`config.mk`:
```
export PLATFORM = sky130hd
export DESIGN_NAME = sms_div
export DESIGN_NICKNAME = d
export VERILOG_FILES = /design/src/design/sms_pkg.sv /design/src/design/sms_div.sv
export SDC_FILE = /design/constraint.sdc
export NUM_CORES = 1
export LEC_CHECK = 0
export BUFFER_PORTS_ARGS = -buffer_cell sky130_fd_sc_hd__buf_4
export CAP_MARGIN = 10
export CELL_PAD_IN_SITES_DETAIL_PLACEMENT = 1
export CELL_PAD_IN_SITES_GLOBAL_PLACEMENT = 1
export CORE_MARGIN = 2
export CORE_UTILIZATION = 44
export CTS_CLUSTER_DIAMETER = 60
export DETAILED_ROUTE_END_ITERATION = 16
export GPL_TIMING_DRIVEN = 0
export MAX_ROUTING_LAYER = met4
export PLACE_DENSITY_LB_ADDON = 0.1
export SLEW_MARGIN = 20
export SYNTH_ARGS = -nofsm -noshare
export SYNTH_HDL_FRONTEND = slang
export SYNTH_SLANG_ARGS = --single-unit
```
`constraint.sdc`:
```
create_clock -name clk -period 4.1 [get_ports clk]
set_input_delay 0.615 -clock clk [delete_from_list [all_inputs] [get_ports clk]]
set_output_delay 0.615 -clock clk [all_outputs]
set_load 0.01 [all_outputs]
```
`src/design/sms_pkg.sv`:
```
`timescale 1ns / 1ps

package sms_pkg;

  localparam int WORD_W    = 32;
  localparam int MEM_WORDS = 4096;
  localparam int ADDR_W    = $clog2(MEM_WORDS);
  localparam int PTR_W     = ADDR_W + 1;
  localparam int CAP_W     = 10;
  localparam int DIV_CNT_W = $clog2(WORD_W + 1);

  localparam logic [PTR_W-1:0]  MEM_LIMIT     = PTR_W'(MEM_WORDS);
  localparam logic [PTR_W-1:0]  CODE_START    = PTR_W'(0);
  localparam logic [PTR_W-1:0]  STACK_START   = PTR_W'(3072);
  localparam logic [PTR_W-1:0]  STACK_END     = PTR_W'(4032);
  localparam logic [PTR_W-1:0]  STACK_SPAN    = STACK_END - STACK_START;
  localparam logic [ADDR_W-1:0] KEYBOARD_ADDR = ADDR_W'(4095);

  typedef enum logic [1:0] {
    KIND_STEP,
    KIND_WRITE,
    KIND_KEYBOARD,
    KIND_RESTART
  } kind_t;

  typedef enum logic [3:0] {
    STAT_OK,
    STAT_HALTED,
    STAT_IP_RANGE,
    STAT_TRUNCATED,
    STAT_OVERFLOW,
    STAT_UNDERFLOW,
    STAT_DIV_ZERO,
    STAT_MOD_ZERO,
    STAT_ADDR_RANGE,
    STAT_JUMP_RANGE,
    STAT_BAD_OPCODE
  } status_t;

  typedef enum logic [4:0] {
    OP_HALT,
    OP_PUSHI,
    OP_POP,
    OP_DUP,
    OP_SWAP,
    OP_NEG,
    OP_OVER,
    OP_ADD,
    OP_SUB,
    OP_MUL,
    OP_DIV,
    OP_MOD,
    OP_CMP_EQ,
    OP_CMP_LT,
    OP_CMP_GT,
    OP_PRINT,
    OP_LOAD,
    OP_STORE,
    OP_STORE_IND,
    OP_JMP,
    OP_JZ,
    OP_JNZ
  } opcode_t;

  typedef enum logic [3:0] {
    S_CLEAR,
    S_IDLE,
    S_FETCH,
    S_DECODE,
    S_OPERAND,
    S_LOADW,
    S_TOS,
    S_SECOND,
    S_SWAP2,
    S_DIVIDE,
    S_PUSH,
    S_FINISH
  } state_t;

endpackage

```
`src/design/sms_div.sv`:
```
`timescale 1ns / 1ps

module sms_div import sms_pkg::*; (
  input  logic              clk,
  input  logic              rst,
  input  logic              start,
  input  logic [WORD_W-1:0] dividend,
  input  logic [WORD_W-1:0] divisor,
  output logic              done,
  output logic [WORD_W-1:0] quot,
  output logic [WORD_W-1:0] rem
);

  logic                 busy;
  logic [DIV_CNT_W-1:0] cnt;
  logic [WORD_W-1:0]    q;
  logic [WORD_W-1:0]    r;
  logic [WORD_W-1:0]    d;
  logic                 neg_q;
  logic                 neg_r;
  logic [WORD_W:0]      trial;
  logic [WORD_W:0]      diff;
  logic                 fits;

  assign trial = {r, q[WORD_W-1]};
  assign diff  = trial - {1'b0, d};
  assign fits  = trial >= {1'b0, d};
  assign done  = busy && (cnt == '0);
  assign quot  = neg_q ? (WORD_W'(0) - q) : q;
  assign rem   = neg_r ? (WORD_W'(0) - r) : r;

  always_ff @(posedge clk) begin
    if (rst) begin
      busy <= 1'b0;
      cnt  <= '0;
    end else if (start) begin
      busy <= 1'b1;
      cnt  <= DIV_CNT_W'(WORD_W);
    end else if (busy) begin
      if (cnt == '0) begin
        busy <= 1'b0;
      end else begin
        cnt <= cnt - DIV_CNT_W'(1);
      end
    end
  end

  always_ff @(posedge clk) begin
    if (start) begin
      q     <= dividend[WORD_W-1] ? (WORD_W'(0) - dividend) : dividend;
      d     <= divisor[WORD_W-1] ? (WORD_W'(0) - divisor) : divisor;
      r     <= '0;
      neg_q <= dividend[WORD_W-1] ^ divisor[WORD_W-1];
      neg_r <= dividend[WORD_W-1];
    end else if (busy && (cnt != '0)) begin
      r <= fits ? diff[WORD_W-1:0] : trial[WORD_W-1:0];
      q <= {q[WORD_W-2:0], fits};
    end
  end

endmodule

```
# --- Yosys cells after proc, flatten, opt, wreduce, memory -nomap -nowiden ---
# Index checks and enable logic that the tools add are counted.
totals:
  reg_bits: 105
  inputBits: 67
  out_inout_bits: 65
  wordCells: 41
op_classes:
  add_sub_neg: 6
  n_lt_le_gt_ge: 1
  n_eq_ne: 1
  muxes: 13
  bitwise: 2
  reduce_logical: 9
op_table:
  columns: ["cell", "n"]
  rows:
  - ["2-to-1 mux 32 bit", 6]
  - ["subtractor 1 x 32 -> 32 bit, first input constant", 4]
  - ["greater-or-equal comparator 33 x 32 -> 1 bit", 1]
  - ["subtractor 32 bit", 1]
  - ["2-to-1 mux 31 bit", 1]
  - ["2-to-1 mux 6 bit", 3]
  - ["logical NOT 6 bit", 1]
  - ["nonzero test 6 bit", 1]
  - ["subtractor 6 x 1 -> 6 bit, second input constant", 1]
  - ["AND reduction 2 bit", 2]
  - ["nonzero test 2 bit", 2]
  - ["2-to-1 mux 1 bit", 3]
  - ["logical AND 1 bit", 2]
  - ["inequality test 2 bit, second input constant", 1]
  - ["OR reduction 2 bit", 1]
  - ["inverter 1 bit", 1]
  - ["XOR 1 bit", 1]

# --- Logic depth before layout (Yosys ltp) ---
depth:
  depth_word: 4
  mapped_depth: 14
  ltp_nobuf: 12

# --- Worst setup path before layout ---
# OpenSTA, ideal clock, no wires.
synth_timing:
  path_kind: "input to register"
  startpoint: "in dividend[0]"
  endpoint: "reg q[28] (data pin)"
  setup_time_ns: 0.270
  arrival_time_ns: 3.482
  required_ns: 3.830
  slack_ns: 0.348
  cell_stages: 11
  n_path_buf: 0
  cell_sequence: "inv_1 > ha_1 > or2b_2 > or3_1 > or4_4 > or3_4 > or3_4 > or3_4 > o31ai_2 > xor2_1 > a21oi_1"
synth_via:
  elab_chain_cells: 3
synth_rtl:
  columns: ["element", "line_no", "text"]
  rows:
  - ["from (decl)", "sms_div.sv:7", "input logic [WORD_W-1:0] dividend,"]
  - ["subtractor 1 x 32 -> 32 bit", "sms_div.sv:50", "q <= dividend[WORD_W-1] ? (WORD_W'(0) - dividend) : dividend;"]
  - ["2-to-1 mux 32 bit", "sms_div.sv:50", null]
  - ["2-to-1 mux 32 bit", "sms_div.sv:49", "if (start) begin"]
  - ["to (signal assigned)", "sms_div.sv:50", null]
  - ["to (signal assigned)", "sms_div.sv:57", "q <= {q[WORD_W-2:0], fits};"]
  - ["to (decl)", "sms_div.sv:16", "logic [WORD_W-1:0] q;"]
# No other way between the ends.
# A chain may end at the register's enable or synchronous reset.

# --- Worst setup path after layout ---
layout_timing:
  startpoint: "reg q[9]"
  endpoint: "out quot[31]"
layout_via:
  elab_chain_cells: 2
layout_rtl:
  columns: ["element", "line_no", "text"]
  rows:
  - ["subtractor 1 x 32 -> 32 bit", "sms_div.sv:29", "assign quot = neg_q ? (WORD_W'(0) - q) : q;"]
  - ["2-to-1 mux 32 bit", "sms_div.sv:29", null]
  - ["to (decl)", "sms_div.sv:10", "output logic [WORD_W-1:0] quot,"]
# No other way between the ends.

==> results.md <==
Synthesis:
- In this run, synthesis inferred 66 flip-flops with an integrated enable.
- For this run, the register share of the synthesized area comes to 0.337.
- In the synthesized netlist the dominant register cell turns out to be edfxtp_1.
- Of all flip-flops after synthesis, the portion carrying an async set or reset was 0.
- Yosys printed 0 warnings.
- The unique cell type count in the Yosys netlist is 55.
- The synthesized netlist net count is 1067.
- Averaged over all synthesized cells, the footprint is roughly 8.5 sq um.
- Of all cell types, the one taking the most synthesized area is edfxtp_1.
- After synthesis, the cell types taking the most area are edfxtp_1 24%, xnor2_1 11%, dfxtp_1 9.5%.
- The post-synthesis sequential element count is 105.
- The cell area that synthesis handed to floorplanning was 8200 sq um.
- The area share of the largest cell type after synthesis is 0.242.
- Synthesis produced a netlist whose cell count is around 960.

Worst setup path:
- The slowest stage cell on the critical path is or4_4.
- STA classifies the critical path endpoint as an output port.
- Traced cell by cell, the critical path runs through or4_4, or3_4, or2_1, or3_4, or2_4, or2_4, or3_4, o31ai_4, xnor2_1, buf_4.
- Counting stages on the worst path, the most repeated cell is or3_4.
- The delay of the slowest critical-path stage is 0.54 ns.
- Data on the critical path is required at its endpoint by roughly 3.5 ns.
- In this run the worst path has a maximum fanout of 3.
- The cell family contributing the most delay on the critical path is simple AND/OR/NAND/NOR gates.
- By startpoint and endpoint, the worst setup path is classified as reg2out.
- The setup check on the worst reg-to-reg path leaves a slack of 0.24 ns.
- The worst setup path is launched from a register.
- The count of buffer and inverter cells on the critical path is 1.
- STA puts the critical path data arrival time at 3.59 ns.

Timing:
- Setup violations remaining at the end of the flow were counted as 3.
- The hold slack is 0.461 ns.
- Static timing analysis puts the maximum clock frequency at between 200 and 250 MHz.
- The setup clock skew after layout is between 0.01 and 0.015 ns.
- Setup repair after global routing could not meet its margin everywhere.
- In the post-route analysis, the smallest setup slack over all paths is -0.103 ns.
- The actual transition at the worst max-transition pin is between 0.7 and 0.8 ns.
- The final critical-path required period is approximately 4.2 ns.
- The count of final hold-check violations is 0.
- The max-slew violation count is 0.
- The share of the cycle needed by the critical path after routing is 1.03.
- The relative slew slack is 0.482.

Global route:
- Entering global routing, the biggest net connects 36 pins.
- The number of global-route vias before repair came to 7651.
- The wire length of the first global-routing pass is a little under 40000 um.
- The number of antenna violations at the first check in global routing is 0.
- The overall track demand over capacity in global routing is 0.255.
- For this run the aggregate overflow at the end of global routing stands at 0.

Cells and area:
- After the last flow step, the layout net total stands at 1222.
- The layout overhead on the synthesized area is 22.5%.
- The antenna cell count is 0.
- Of the cells placed in the final design, the portion with a size suffix greater than 1 is 0.182.
- The filler-free cell count of the finished design is 1350.
- The most frequent standard cell in the layout excluding fill and tap cells is buf_4.
- The utilization of the core after routing is 0.553.
- Leaving out fill and tap cells, the most frequent cells in the layout are 146 x buf_4, 103 x xnor2_1, 96 x nand2_1, 91 x o21ai_0, 73 x a21oi_1.

Power and ir drop:
- Internal power comes to 2.09 mW.
- The leakage power is 3.94 nW.
- The fraction of power spent switching nets is 0.326.
- Overall power consumption after layout is estimated at 3.10 mW.
- The share of total power dissipated in sequential elements is 0.419.
- Of the total power, combinational logic draws 0.313.
- Of the total power, the clock network draws 0.268.
- The maximum vdd drop is 0.000188 V.
- For this design the total switching power over the nets is 1.01 mW.
- For this design the ratio of total power to cell area is 308 nW/um^2.

Clock network:
- The number of hold buffers added after CTS was 0.
- For this design, the sink count on the clock tree is about 110.
- Clock-pin slew was measured on the worst setup and hold paths at 0.07 ns.
- The CTS tree is built.
- Counting along the longest clock path gives a buffer depth of 2.
- The latest clock arrival within the worst-skew pair is approximately 0.36 ns.
- The number of buffers created by CTS is 9.
- The tree is rooted in a clkbuf_16.
- The H-tree was split into 3 levels.

Hold path:
- The path class of the lowest-slack min-delay path is in2reg.

Floorplanning:
- The count of standard-cell rows is 49.
- In this run the count of I/O pins placed on the die edge is 132.
- The area inside the core boundary is ~18000 sq um.
- From left edge to right edge, the die measures 140 um.
- The floorplan step defined a die boundary enclosing between 15000 and 20000 sq um.
- For this configuration, the core starts out at a cell density of 0.452.
- The height of the die is 140 um.

Placement:
- The worst-case setup slack after placement is -0.0508 ns.
- The detailed placer's ending HPWL is 19500 um.
- Including well taps, the total number of placed cells is 1321.
- The congestion estimate from routability-driven global placement came to around 0.9.
- The number of buffer cells added on primary ports is around 130.

Drt:
- The wire length reported by the detailed router is roughly 25000 um.
- The violation count after the first detailed-route iteration is 363.
- The detailed-route wire length per cell is 18.4 um.
- The detail route stage leaves a number of antenna-violating nets equal to 0.
- The via density per instance is 5.71.
- The detailed router placed 7704 vias in this run.
- The iteration count of the initial detailed-routing pass is 5.
- The post-detailed-route DRC marker count is 0.

Job:
- The tool flagged a number of max-cap violations equal to 0.

Outcome:
- The checks that failed: setup timing.
- The flow ran to the end, but the final reports show violations.
==> path summary, 6_finish.rpt <==
| kind | startpoint | endpoint | depth (start not counted) |
|---|---|---|---|
| worst min-delay path | divisor[0] | d[0] | 1 |
| worst min register to register | cnt[1] | cnt[1] | 2 |
| worst max-delay path | q[9] | quot[31] | 10 |
| worst max register to register | d[1] | q[0] | 12 |
==> routing by layer <==
layer	GRT usage	vias up	wire, um
li1	-	3789	-
met1	0.369	3735	12600
met2	0.391	164	11200
met3	0.0226	16	761
met4	0.0547	0	233
met5	-	-	0
==> power by group through the flow <==
stage | clock (mW) | combinational, mW | sequential (mW)
after detailed placement | 0 | 0.916 | 1.32
after floorplan | 0 | 0.546 | 1.29
final | 0.831 | 0.969 | 1.30
after global routing | 0.879 | 1.06 | 1.31
after global placement | 0 | 0.897 | 1.32
after CTS | 0.846 | 0.952 | 1.29
==> worst reg2reg max path: stages, from the launching register on <==
cell and delay, ns:
edfxtp_1 0.48, inv_1 0.10, ha_1 0.24, nor2b_1 0.15, o31a_1 0.29, o31a_1 0.32, o31a_1 0.39, a41oi_2 0.36
o211ai_1 0.31, clkbuf_1 0.36, clkbuf_2 0.33, nor2_1 0.23, a21oi_1 0.06
==> state kept, by name, summed over array words and instances (netlist names) <==
| name | flops |
|---|---|
| busy | 1 |
| cnt | 6 |
| d | 32 |
| neg_q | 1 |
| neg_r | 1 |
| q | 32 |
| r | 32 |
==> synth_stat cells, types with 5 or more instances <==
cell and number:
xnor2_1 103, nand2_1 97, o21ai_0 94, a21oi_1 73, edfxtp_1 66, nor2_1 60
inv_1 52, xor2_1 48, dfxtp_1 39, ha_1 38, clkbuf_1 31, o31ai_1 30
or3_1 26, or4_1 17, mux2i_1 16, o41ai_1 16, nor3_1 15, nand2b_1 14
nand3_1 13, a21o_1 9, a31oi_1 9, nand4_1 7, nor2b_1 7, o211ai_1 7
nor4b_1 6, o31a_1 6, a211oi_1 5, nand3b_1 5
==> final cells by class <==
class                      count  area, sq um
buffer                        37          148
inverter                      52          195
tap                          229          287
clock inverter                 7         56.3
fill                        2210         8110
multi-input combinational    767         5280
clock buffer                   9          225
timing repair buffer         144         1080
sequential                   105         2770
==> timing repair <==
item	in CTS	in global routing
cloned	0	0
resized for setup	19	22
setup buffers	11	2
endpoints found under the setup margin	11	17
pin swaps	3	3
==> kinds of logic after synthesis <==
group	share of synthesized area
compound gates	0.194
mux	0.0223
fa+ha+maj	0.0604
xor+xnor	0.161
buf+inv	0.0417
simple gates	0.183
flops	0.337
==> through the flow <==
stage | cell area (sq um) | setup TNS [ns]
floorplan | 8200 | 0
global placement | 9470 | 0
finish | 10000 | -0.221
global route | 10000 | -0.881
detailed placement | 9470 | -0.0754
CTS | 9910 | -0.192
Power figures use the tool's default switching activity.
